File: config.mk
export PLATFORM = sky130hd
export DESIGN_NAME = lane_center_pd_steering
export DESIGN_NICKNAME = d
export VERILOG_FILES = /design/src/hdl/lcps_pkg.sv /design/src/hdl/lane_center_pd_steering.sv
export SDC_FILE = /design/constraint.sdc
export NUM_CORES = 2
export LEC_CHECK = 0
export ABC_CLOCK_PERIOD_IN_PS = 11200
export BUFFER_PORTS_ARGS = -buffer_cell sky130_fd_sc_hd__buf_2
export CAP_MARGIN = 25
export CORE_MARGIN = 2
export CORE_UTILIZATION = 30
export CTS_CLUSTER_DIAMETER = 30
export DETAILED_ROUTE_END_ITERATION = 10
export SYNTH_ARGS = -nofsm -noshare
export SYNTH_HDL_FRONTEND = slang
export SYNTH_SLANG_ARGS = --single-unit
File: constraint.sdc
create_clock -name clk -period 11.2 [get_ports clk]
set_clock_uncertainty 0.2 [all_clocks]
set_input_delay 0.56 -clock clk [delete_from_list [all_inputs] [get_ports clk]]
set_output_delay 0.56 -clock clk [all_outputs]
set_load 0.01 [all_outputs]
File: src/hdl/lcps_pkg.sv
// Shared constants and field widths for the lane-center PD steering block.
package lcps_pkg;

  // Field widths.
  localparam int PIX_W   = 8;
  localparam int COL_W   = 11;
  localparam int ROW_W   = 11;
  localparam int IW_W    = 12;
  localparam int GAIN_W  = 16;
  localparam int YAW_W   = 8;
  localparam int STEER_W = 8;
  localparam int LOFF_W  = 12;

  // Configuration port.
  localparam int CFG_IDX_W  = 3;
  localparam int CFG_DATA_W = 16;

  localparam logic [CFG_IDX_W-1:0] REG_ROW_TOP     = 3'd0;
  localparam logic [CFG_IDX_W-1:0] REG_ROW_BOTTOM  = 3'd1;
  localparam logic [CFG_IDX_W-1:0] REG_IMAGE_WIDTH = 3'd2;
  localparam logic [CFG_IDX_W-1:0] REG_GAIN_P      = 3'd3;
  localparam logic [CFG_IDX_W-1:0] REG_GAIN_D      = 3'd4;
  localparam logic [CFG_IDX_W-1:0] REG_YAW_OFFSET  = 3'd5;

  // Register reset values.
  localparam logic [ROW_W-1:0]  ROW_TOP_RST     = 11'd280;
  localparam logic [ROW_W-1:0]  ROW_BOTTOM_RST  = 11'd350;
  localparam logic [IW_W-1:0]   IMAGE_WIDTH_RST = 12'd640;
  localparam logic [GAIN_W-1:0] GAIN_P_RST      = 16'd128;
  localparam logic [GAIN_W-1:0] GAIN_D_RST      = 16'd5120;
  localparam logic [YAW_W-1:0]  YAW_OFFSET_RST  = 8'hF8;

  // Largest supported row width.
  localparam int MAX_WIDTH_DEF = 2048;

  // Steering range.
  localparam int STEER_CENTER = 90;
  localparam int STEER_MAX    = 180;

  // Exact floor(x / 25) for x below 2^21: (x * DIV25_MUL) >> DIV25_SHIFT.
  localparam int DIV25_MUL_W = 22;
  localparam logic [DIV25_MUL_W-1:0] DIV25_MUL = 22'd2684355;
  localparam int DIV25_SHIFT = 26;

endpackage

File: src/hdl/lane_center_pd_steering.sv
// Lane-center PD steering: edge-pixel row tracking and steering command pipeline.
//
// The input channel carries one edge-map pixel per transfer in raster order, with its
// column, its row and an end_of_frame flag on the last pixel of the frame. Pixels on
// the two configured rows update the leftmost and rightmost edge columns of each row
// in the same cycle, so the block takes one pixel every clock while in_ready is high.
// The pixel that carries end_of_frame is tracked like any other and then closes the
// frame: the four columns are snapshot, the trackers reload, and the frame result
// (steering command and lane offset) runs through four register stages and then the
// output register onto the output channel.
// Pixels that do not end a frame produce no result.
// When the receiver stalls, the output register holds its result and the stages
// behind it keep filling; in_ready only drops when every stage holds a frame result.
// The configuration port writes one register per cycle. The user must write only
// while the block is idle; the block itself does not enforce it.
// Synchronous reset loads the register defaults, clears the row trackers, the
// previous-frame offset and all stage valid bits.
module lane_center_pd_steering
  import lcps_pkg::*;
#(
  parameter int MAX_WIDTH = MAX_WIDTH_DEF
) (
  input  logic                  clk,
  input  logic                  rst_n,
  // Configuration write port.
  input  logic                  cfg_we,
  input  logic [CFG_IDX_W-1:0]  cfg_index,
  input  logic [CFG_DATA_W-1:0] cfg_wdata,
  // Pixel input channel.
  input  logic                  in_valid,
  output logic                  in_ready,
  input  logic [PIX_W-1:0]      in_pixel,
  input  logic [COL_W-1:0]      in_column,
  input  logic [ROW_W-1:0]      in_row,
  input  logic                  in_end_of_frame,
  // Steering result channel.
  output logic                  out_valid,
  input  logic                  out_ready,
  output logic [STEER_W-1:0]    out_steer,
  output logic signed [LOFF_W-1:0] out_lane_offset
);

  // Width of an effective row width (1..MAX_WIDTH) and of the extended input column.
  localparam int WW    = $clog2(MAX_WIDTH + 1);
  localparam int CW    = (WW > COL_W) ? WW : COL_W;
  // Lane offset, offset change, and the product widths derived from them.
  localparam int OFF_W = WW + 1;
  localparam int DM_W  = OFF_W + 1;
  localparam int PQ_W  = OFF_W + GAIN_W - 8;
  localparam int DX_W  = DM_W + GAIN_W - 10;
  localparam int DQ_W  = DX_W + DIV25_MUL_W - DIV25_SHIFT;
  localparam int ST_W  = PQ_W + 3;

  // Configuration registers.
  logic [ROW_W-1:0]        row_top_r, row_bottom_r;
  logic [IW_W-1:0]         image_width_r;
  logic [GAIN_W-1:0]       gain_p_r, gain_d_r;
  logic signed [YAW_W-1:0] yaw_offset_r;

  always_ff @(posedge clk) begin
    if (!rst_n) begin
      row_top_r     <= ROW_TOP_RST;
      row_bottom_r  <= ROW_BOTTOM_RST;
      image_width_r <= IMAGE_WIDTH_RST;
      gain_p_r      <= GAIN_P_RST;
      gain_d_r      <= GAIN_D_RST;
      yaw_offset_r  <= YAW_OFFSET_RST;
    end else if (cfg_we) begin
      unique case (cfg_index)
        REG_ROW_TOP:     row_top_r     <= cfg_wdata[ROW_W-1:0];
        REG_ROW_BOTTOM:  row_bottom_r  <= cfg_wdata[ROW_W-1:0];
        REG_IMAGE_WIDTH: image_width_r <= cfg_wdata[IW_W-1:0];
        REG_GAIN_P:      gain_p_r      <= cfg_wdata[GAIN_W-1:0];
        REG_GAIN_D:      gain_d_r      <= cfg_wdata[GAIN_W-1:0];
        REG_YAW_OFFSET:  yaw_offset_r  <= cfg_wdata[YAW_W-1:0];
        default: ;
      endcase
    end
  end

  // Handshake and stage flow control. Each stage takes a new entry when it is empty
  // or when its own entry moves on in the same cycle.
  logic s1_v_r, s2_v_r, s3_v_r, s4_v_r, out_valid_r;
  logic out_rdy, s4_rdy, s3_rdy, s2_rdy, s1_rdy;
  logic in_fire, eof_fire;

  assign out_rdy  = !out_valid_r || out_ready;
  assign s4_rdy   = !s4_v_r || out_rdy;
  assign s3_rdy   = !s3_v_r || s4_rdy;
  assign s2_rdy   = !s2_v_r || s3_rdy;
  assign s1_rdy   = !s1_v_r || s2_rdy;
  assign in_ready = s1_rdy;
  assign in_fire  = in_valid && in_ready;
  assign eof_fire = in_fire && in_end_of_frame;

  // Effective width: image_width clamped to 1..MAX_WIDTH.
  logic [WW-1:0] w_eff;
  always_comb begin
    if (image_width_r == '0) begin
      w_eff = WW'(1);
    end else if (32'(image_width_r) > MAX_WIDTH) begin
      w_eff = WW'(MAX_WIDTH);
    end else begin
      w_eff = WW'(image_width_r);
    end
  end

  // Row trackers. A row's left/right columns are only meaningful once it has seen
  // an edge; until then the frame result uses the width and zero defaults.
  logic          top_seen_r, bot_seen_r;
  logic [WW-1:0] top_left_r, top_right_r, bot_left_r, bot_right_r;
  logic          top_seen_nxt, bot_seen_nxt;
  logic [WW-1:0] top_left_nxt, top_right_nxt, bot_left_nxt, bot_right_nxt;
  logic [CW-1:0] col_ext;
  logic [WW-1:0] col_w;
  logic          hit, hit_top, hit_bot;
  logic [WW-1:0] snap_tl, snap_tr, snap_bl, snap_br;

  always_comb begin
    col_ext = CW'(in_column);
    // Only used on a hit, where the column is below the width and so fits WW bits.
    col_w   = col_ext[WW-1:0];
    hit     = (in_pixel != '0) && (col_ext < CW'(w_eff));
    hit_top = hit && (in_row == row_top_r);
    hit_bot = hit && (in_row == row_bottom_r);

    top_seen_nxt  = top_seen_r;
    top_left_nxt  = top_left_r;
    top_right_nxt = top_right_r;
    if (hit_top) begin
      top_seen_nxt = 1'b1;
      if (!top_seen_r) begin
        top_left_nxt  = col_w;
        top_right_nxt = col_w;
      end else begin
        if (col_w < top_left_r) top_left_nxt = col_w;
        if (col_w > top_right_r) top_right_nxt = col_w;
      end
    end

    bot_seen_nxt  = bot_seen_r;
    bot_left_nxt  = bot_left_r;
    bot_right_nxt = bot_right_r;
    if (hit_bot) begin
      bot_seen_nxt = 1'b1;
      if (!bot_seen_r) begin
        bot_left_nxt  = col_w;
        bot_right_nxt = col_w;
      end else begin
        if (col_w < bot_left_r) bot_left_nxt = col_w;
        if (col_w > bot_right_r) bot_right_nxt = col_w;
      end
    end

    // Frame-end snapshot, with the end_of_frame pixel already taken into account.
    snap_tl = top_seen_nxt ? top_left_nxt  : w_eff;
    snap_tr = top_seen_nxt ? top_right_nxt : '0;
    snap_bl = bot_seen_nxt ? bot_left_nxt  : w_eff;
    snap_br = bot_seen_nxt ? bot_right_nxt : '0;
  end

  always_ff @(posedge clk) begin
    if (!rst_n) begin
      top_seen_r <= 1'b0;
      bot_seen_r <= 1'b0;
    end else if (in_fire) begin
      top_seen_r <= top_seen_nxt && !in_end_of_frame;
      bot_seen_r <= bot_seen_nxt && !in_end_of_frame;
    end
  end

  always_ff @(posedge clk) begin
    if (in_fire) begin
      top_left_r  <= top_left_nxt;
      top_right_r <= top_right_nxt;
      bot_left_r  <= bot_left_nxt;
      bot_right_r <= bot_right_nxt;
    end
  end

  // Stage 1: frame snapshot.
  logic [WW-1:0] s1_tl_r, s1_tr_r, s1_bl_r, s1_br_r, s1_w_r;

  always_ff @(posedge clk) begin
    if (s1_rdy && eof_fire) begin
      s1_tl_r <= snap_tl;
      s1_tr_r <= snap_tr;
      s1_bl_r <= snap_bl;
      s1_br_r <= snap_br;
      s1_w_r  <= w_eff;
    end
  end

  // Lane middle, offset from center and change against the previous frame. Results
  // leave stage 1 in order, so the previous frame's offset is already stored here.
  logic [WW+1:0]          col_sum;
  logic [WW-1:0]          middle;
  logic signed [OFF_W-1:0] off_c, last_offset_r;
  logic signed [DM_W-1:0]  delta_c;
  logic                   p_neg_c, d_neg_c;
  logic [OFF_W-1:0]       p_abs_c;
  logic [DM_W-1:0]        d_abs_c;

  always_comb begin
    col_sum = (WW+2)'(s1_tl_r) + (WW+2)'(s1_tr_r) + (WW+2)'(s1_bl_r) + (WW+2)'(s1_br_r);
    middle  = col_sum[WW+1:2];
    off_c   = OFF_W'({1'b0, s1_w_r >> 1}) - OFF_W'({1'b0, middle});
    delta_c = DM_W'(off_c) - DM_W'(last_offset_r);
    // Both terms enter the steering sum negated, so a positive offset gives a
    // negative proportional term.
    p_neg_c = off_c > 0;
    d_neg_c = delta_c > 0;
    p_abs_c = off_c[OFF_W-1] ? OFF_W'(-off_c) : OFF_W'(off_c);
    d_abs_c = delta_c[DM_W-1] ? DM_W'(-delta_c) : DM_W'(delta_c);
  end

  // Stage 2: signed offset and term magnitudes.
  logic signed [OFF_W-1:0] s2_off_r;
  logic                    s2_pneg_r, s2_dneg_r;
  logic [OFF_W-1:0]        s2_pabs_r;
  logic [DM_W-1:0]         s2_dabs_r;

  always_ff @(posedge clk) begin
    if (!rst_n) begin
      last_offset_r <= '0;
    end else if (s2_rdy && s1_v_r) begin
      last_offset_r <= off_c;
    end
  end

  always_ff @(posedge clk) begin
    if (s2_rdy && s1_v_r) begin
      s2_off_r  <= off_c;
      s2_pneg_r <= p_neg_c;
      s2_dneg_r <= d_neg_c;
      s2_pabs_r <= p_abs_c;
      s2_dabs_r <= d_abs_c;
    end
  end

  // Gain products. Truncation toward zero works on magnitudes: the proportional
  // term drops 8 fraction bits, the derivative term drops 10 bits here and is
  // divided by 25 in the next stage (25600 = 1024 * 25).
  logic [OFF_W+GAIN_W-1:0] p_prod;
  logic [DM_W+GAIN_W-1:0]  d_prod;

  assign p_prod = (OFF_W+GAIN_W)'(s2_pabs_r) * (OFF_W+GAIN_W)'(gain_p_r);
  assign d_prod = (DM_W+GAIN_W)'(s2_dabs_r) * (DM_W+GAIN_W)'(gain_d_r);

  // Stage 3: proportional magnitude and pre-scaled derivative magnitude.
  logic signed [OFF_W-1:0] s3_off_r;
  logic                    s3_pneg_r, s3_dneg_r;
  logic [PQ_W-1:0]         s3_pq_r;
  logic [DX_W-1:0]         s3_dx_r;

  always_ff @(posedge clk) begin
    if (s3_rdy && s2_v_r) begin
      s3_off_r  <= s2_off_r;
      s3_pneg_r <= s2_pneg_r;
      s3_dneg_r <= s2_dneg_r;
      s3_pq_r   <= p_prod[OFF_W+GAIN_W-1:8];
      s3_dx_r   <= d_prod[DM_W+GAIN_W-1:10];
    end
  end

  // Divide by 25 with an exact reciprocal for dividends below 2^21.
  logic [DX_W+DIV25_MUL_W-1:0] div_prod;

  assign div_prod = (DX_W+DIV25_MUL_W)'(s3_dx_r) * (DX_W+DIV25_MUL_W)'(DIV25_MUL);

  // Stage 4: both term magnitudes ready.
  logic signed [OFF_W-1:0] s4_off_r;
  logic                    s4_pneg_r, s4_dneg_r;
  logic [PQ_W-1:0]         s4_pq_r;
  logic [DQ_W-1:0]         s4_dq_r;

  always_ff @(posedge clk) begin
    if (s4_rdy && s3_v_r) begin
      s4_off_r  <= s3_off_r;
      s4_pneg_r <= s3_pneg_r;
      s4_dneg_r <= s3_dneg_r;
      s4_pq_r   <= s3_pq_r;
      s4_dq_r   <= div_prod[DX_W+DIV25_MUL_W-1:DIV25_SHIFT];
    end
  end

  // Steering sum: center plus trim minus both terms, then saturation to 0..180.
  logic signed [ST_W-1:0] base_s, p_s, d_s, sum_s;
  logic signed [ST_W-1:0] steer_max_s;
  logic [STEER_W-1:0]     steer_c;

  always_comb begin
    steer_max_s = ST_W'(STEER_MAX);
    base_s      = ST_W'(yaw_offset_r) + ST_W'(STEER_CENTER);
    p_s         = s4_pneg_r ? ST_W'(s4_pq_r) : -ST_W'(s4_pq_r);
    d_s         = s4_dneg_r ? ST_W'(s4_dq_r) : -ST_W'(s4_dq_r);
    sum_s       = base_s + p_s + d_s;
    if (sum_s < 0) begin
      steer_c = '0;
    end else if (sum_s > steer_max_s) begin
      steer_c = STEER_W'(STEER_MAX);
    end else begin
      steer_c = sum_s[STEER_W-1:0];
    end
  end

  // Output register.
  logic [STEER_W-1:0]       out_steer_r;
  logic signed [LOFF_W-1:0] out_lane_offset_r;

  always_ff @(posedge clk) begin
    if (out_rdy && s4_v_r) begin
      out_steer_r       <= steer_c;
      out_lane_offset_r <= LOFF_W'(s4_off_r);
    end
  end

  // Stage valid bits.
  always_ff @(posedge clk) begin
    if (!rst_n) begin
      s1_v_r      <= 1'b0;
      s2_v_r      <= 1'b0;
      s3_v_r      <= 1'b0;
      s4_v_r      <= 1'b0;
      out_valid_r <= 1'b0;
    end else begin
      if (s1_rdy) s1_v_r <= eof_fire;
      if (s2_rdy) s2_v_r <= s1_v_r;
      if (s3_rdy) s3_v_r <= s2_v_r;
      if (s4_rdy) s4_v_r <= s3_v_r;
      if (out_rdy) out_valid_r <= s4_v_r;
    end
  end

  assign out_valid       = out_valid_r;
  assign out_steer       = out_steer_r;
  assign out_lane_offset = out_lane_offset_r;

endmodule

==> results.json <==
{
  "cap_viol_max_count": 0,
  "synth_top_cell_by_area": "fa_1",
  "critPathKind": "flip-flop to flip-flop",
  "gp_routability_congestion": 0.877,
  "floorplan.core_area_sq_um": 131000,
  "worst_tran_pin_value_ns": 0.878,
  "floorplan.initialDensity_pct": 30.2,
  "highest-signal-layer": "met5",
  "nets": 5120,
  "number_of_global_route_vias_before_repair": 28400,
  "hold_path_class": "input pin to flip-flop",
  "fill_cells": 13200,
  "crit_fanout": 7,
  "cts_tree": "built",
  "pre_cts_ws_ns": 4.16,
  "max-slew-margin-rel_pct": 41.0,
  "htree_levels": 3,
  "synthesis.area_per_instance_sq_um": 9.93,
  "fmaxAchievable_mhz": 142,
  "finalCritPeriodShare_pct": 63.0,
  "cts_root_buffer": "clkbuf_16",
  "synth.cell_area_sq_um": 39600,
  "cts_hold_buffers": 0,
  "postCtsResizedCells": 0,
  "io_buffers": 76,
  "synth-edff-count": 273,
  "m1WireLength_mm": 45.9,
  "post-route-drc-count": 0,
  "clock_transition_at_the_register_clock_pins_on_the_worst_setup_and_hold_paths_after_cts_ns": 0.05,
  "half_perimeter_wire_length_after_detailed_placement_mm": 76.5,
  "drt_pass1_iterations": 5,
  "route.antenna.remaining_nets": 0,
  "max-clock-path-buffers": 3,
  "rows": 133,
  "sequential_fraction_of_the_synthesis_area_pct": 25.4,
  "chipWidth_um": 368,
  "final_setup_violating_endpoints": 0,
  "first_iter_violations": 1697,
  "routed-wl-met2_mm": 43.5,
  "cp-end-kind": "flip-flop",
  "grt_first_pass_wirelength_mm": 156,
  "n_antenna_cell": 0,
  "viasPerCell": 4.63,
  "yosys_warnings": 0,
  "cts.sink_count": 367,
  "synth.area.top_cells": "fa_1, edfxtp_1, ha_1",
  "instance_count_of_the_mapped_netlist": 3990,
  "timing.final.ws_setup_ns": 4.14,
  "chipHeight_um": 368,
  "seq_area_sq_um": 10100,
  "drt-wirelength-per-cell_um": 16.6,
  "clock_insertion_delay_worst_skew_ns": 0.62,
  "number_of_flip_flops_and_latches_in_the_synthesized_netlist": 367,
  "largest_net_degree_at_the_start_of_global_routing": 60,
  "hold_violations": 0,
  "critPathArrivalTime_ns": 7.18,
  "grt-ovfl-total": 0,
  "antenna_found_initial": 1,
  "cp.required_ns": 11.32,
  "drive_above_1_share_pct": 6.47,
  "report.final.slew_viol_count": 0,
  "netlist.area_leader.share_pct": 26.0,
  "area_growth_syn_to_layout_pct": 12.6,
  "ys_async_sr_fraction_pct": 0,
  "final-instance-count-excl-fill": 5864,
  "timing.critical_path.from_type": "flip-flop",
  "dpl.cell_count": 5727,
  "total_negative_slack_for_setup_checks_ns": 0,
  "length_of_routed_met3_wiring_mm": 5.37,
  "detail_route.wirelength_mm": 97.1,
  "status": "completed",
  "grt_setup_unrepaired": "false",
  "min_period_ns": 7.06,
  "vias": 27100,
  "yosys-top-cells-count": "inv_1, nand2_1, fa_1, ha_1, edfxtp_1",
  "boundaryPins": 77,
  "cts_inserted_buffers": 74,
  "post_cts_buffers": 0,
  "synth.net_count": 5062,
  "dominant_register_cell_in_the_synthesized_netlist": "edfxtp_1",
  "synth.most_common_cell": "inv_1",
  "multi_input_comb_area_sq_um": 26300,
  "dieArea_sq_um": 135000,
  "globalRouteTotalUtil_pct": 14.6,
  "synth_cell_type_count": 76
}
-- layout make-up --
| class | count | share of cell area (%) |
|---|---|---|
| Sequential cell | 367 | 22.6 |
| Tap cell | 1755 | 4.92 |
| Clock buffer | 78 | 4.20 |
| Multi-Input combinational cell | 2753 | 58.9 |
| Inverter | 760 | 6.39 |
| Timing Repair Buffer | 92 | 1.21 |
| Clock inverter | 59 | 1.77 |
-- kinds of logic (layout without fill, tap and decap cells) --
kind of cell	after synthesis	in the layout	synth area share, %
mux	19	19	0.612
fa+ha+maj	1017	1017	41.8
compound gates	439	439	6.99
simple gates	1113	1113	13.2
xor+xnor	165	165	3.65
buf+inv	870	989	8.29
flops	367	367	25.4
-- worst paths after layout --
check / end / cells past startpoint / slack, ns / startpoint
worst max-delay path: s4_dq_r[13] / 22 / 4.14 / s3_dx_r[11]
worst min-delay path: gain_d_r[14] / 3 / 0.05 / cfg_wdata[14]
worst max register to register: s4_dq_r[13] / 22 / 4.14 / s3_dx_r[11]
worst min register to register: s4_pq_r[17] / 0 / 0.21 / s3_pq_r[17]
-- critical path: stages (launching register included) --
cell	delay (ns)
edfxtp_1	0.55
fa_1	0.65
inv_1	0.07
fa_1	0.48
inv_1	0.05
fa_1	0.53
inv_1	0.05
fa_1	0.50
fa_1	0.44
fa_1	0.49
inv_1	0.04
ha_1	0.27
ha_1	0.31
and3_1	0.19
nor2b_1	0.13
or4_1	0.47
o221ai_1	0.16
o31ai_1	0.23
a211oi_1	0.33
nor2b_1	0.11
a21o_1	0.21
a211oi_1	0.26
nor2_1	0.07
-- metal layers --
layer | global-route usage, % | up-vias
li1 | - | 12900
met1 | 20.5 | 13400
met2 | 23.0 | 648
met3 | 2.59 | 130
met4 | 3.91 | 2
met5 | 0 | -
-- registers in the layout, summed over array words and instances, names as in the netlist, 13 cells and up --
register and cells:
last_offset_r 13, s4_pq_r 21, gain_p_r 16, s4_dq_r 16, s2_dabs_r 14, s3_pq_r 21
s3_dx_r 20, gain_d_r 16
-- cells in the final DEF (no fill, tap or decap), types with 49 or more instances in the layout --
| master | synthesis | layout |
|---|---|---|
| a21o_1 | 49 | 49 |
| a21oi_1 | 149 | 149 |
| and2_1 | 180 | 179 |
| buf_2 | 4 | 76 |
| clkbuf_16 | 0 | 74 |
| dfxtp_1 | 94 | 94 |
| edfxtp_1 | 273 | 273 |
| fa_1 | 514 | 514 |
| ha_1 | 503 | 503 |
| inv_1 | 758 | 757 |
| nand2_1 | 532 | 532 |
| nor2_1 | 154 | 153 |
| o21ai_0 | 86 | 86 |
| xnor2_1 | 114 | 114 |
| xor2_1 | 51 | 51 |
-- stage by stage --
step / instance area [sq um] / hold slack (ns) / utilization (%)
final: 44600 / 0.0540 / 34.0
after global routing: 44600 / 0.0562 / 34.0
after CTS: 44600 / 0.0319 / 34.0
after detailed placement: 42000 / 0.205 / 32.0
after global placement: 41900 / 0.203 / 31.9
after floorplan: 39600 / 0.200 / -
Power is left out: the tool's default activity adds up to more than one toggle a clock period on the data nets, which glitch-free logic cannot reach.
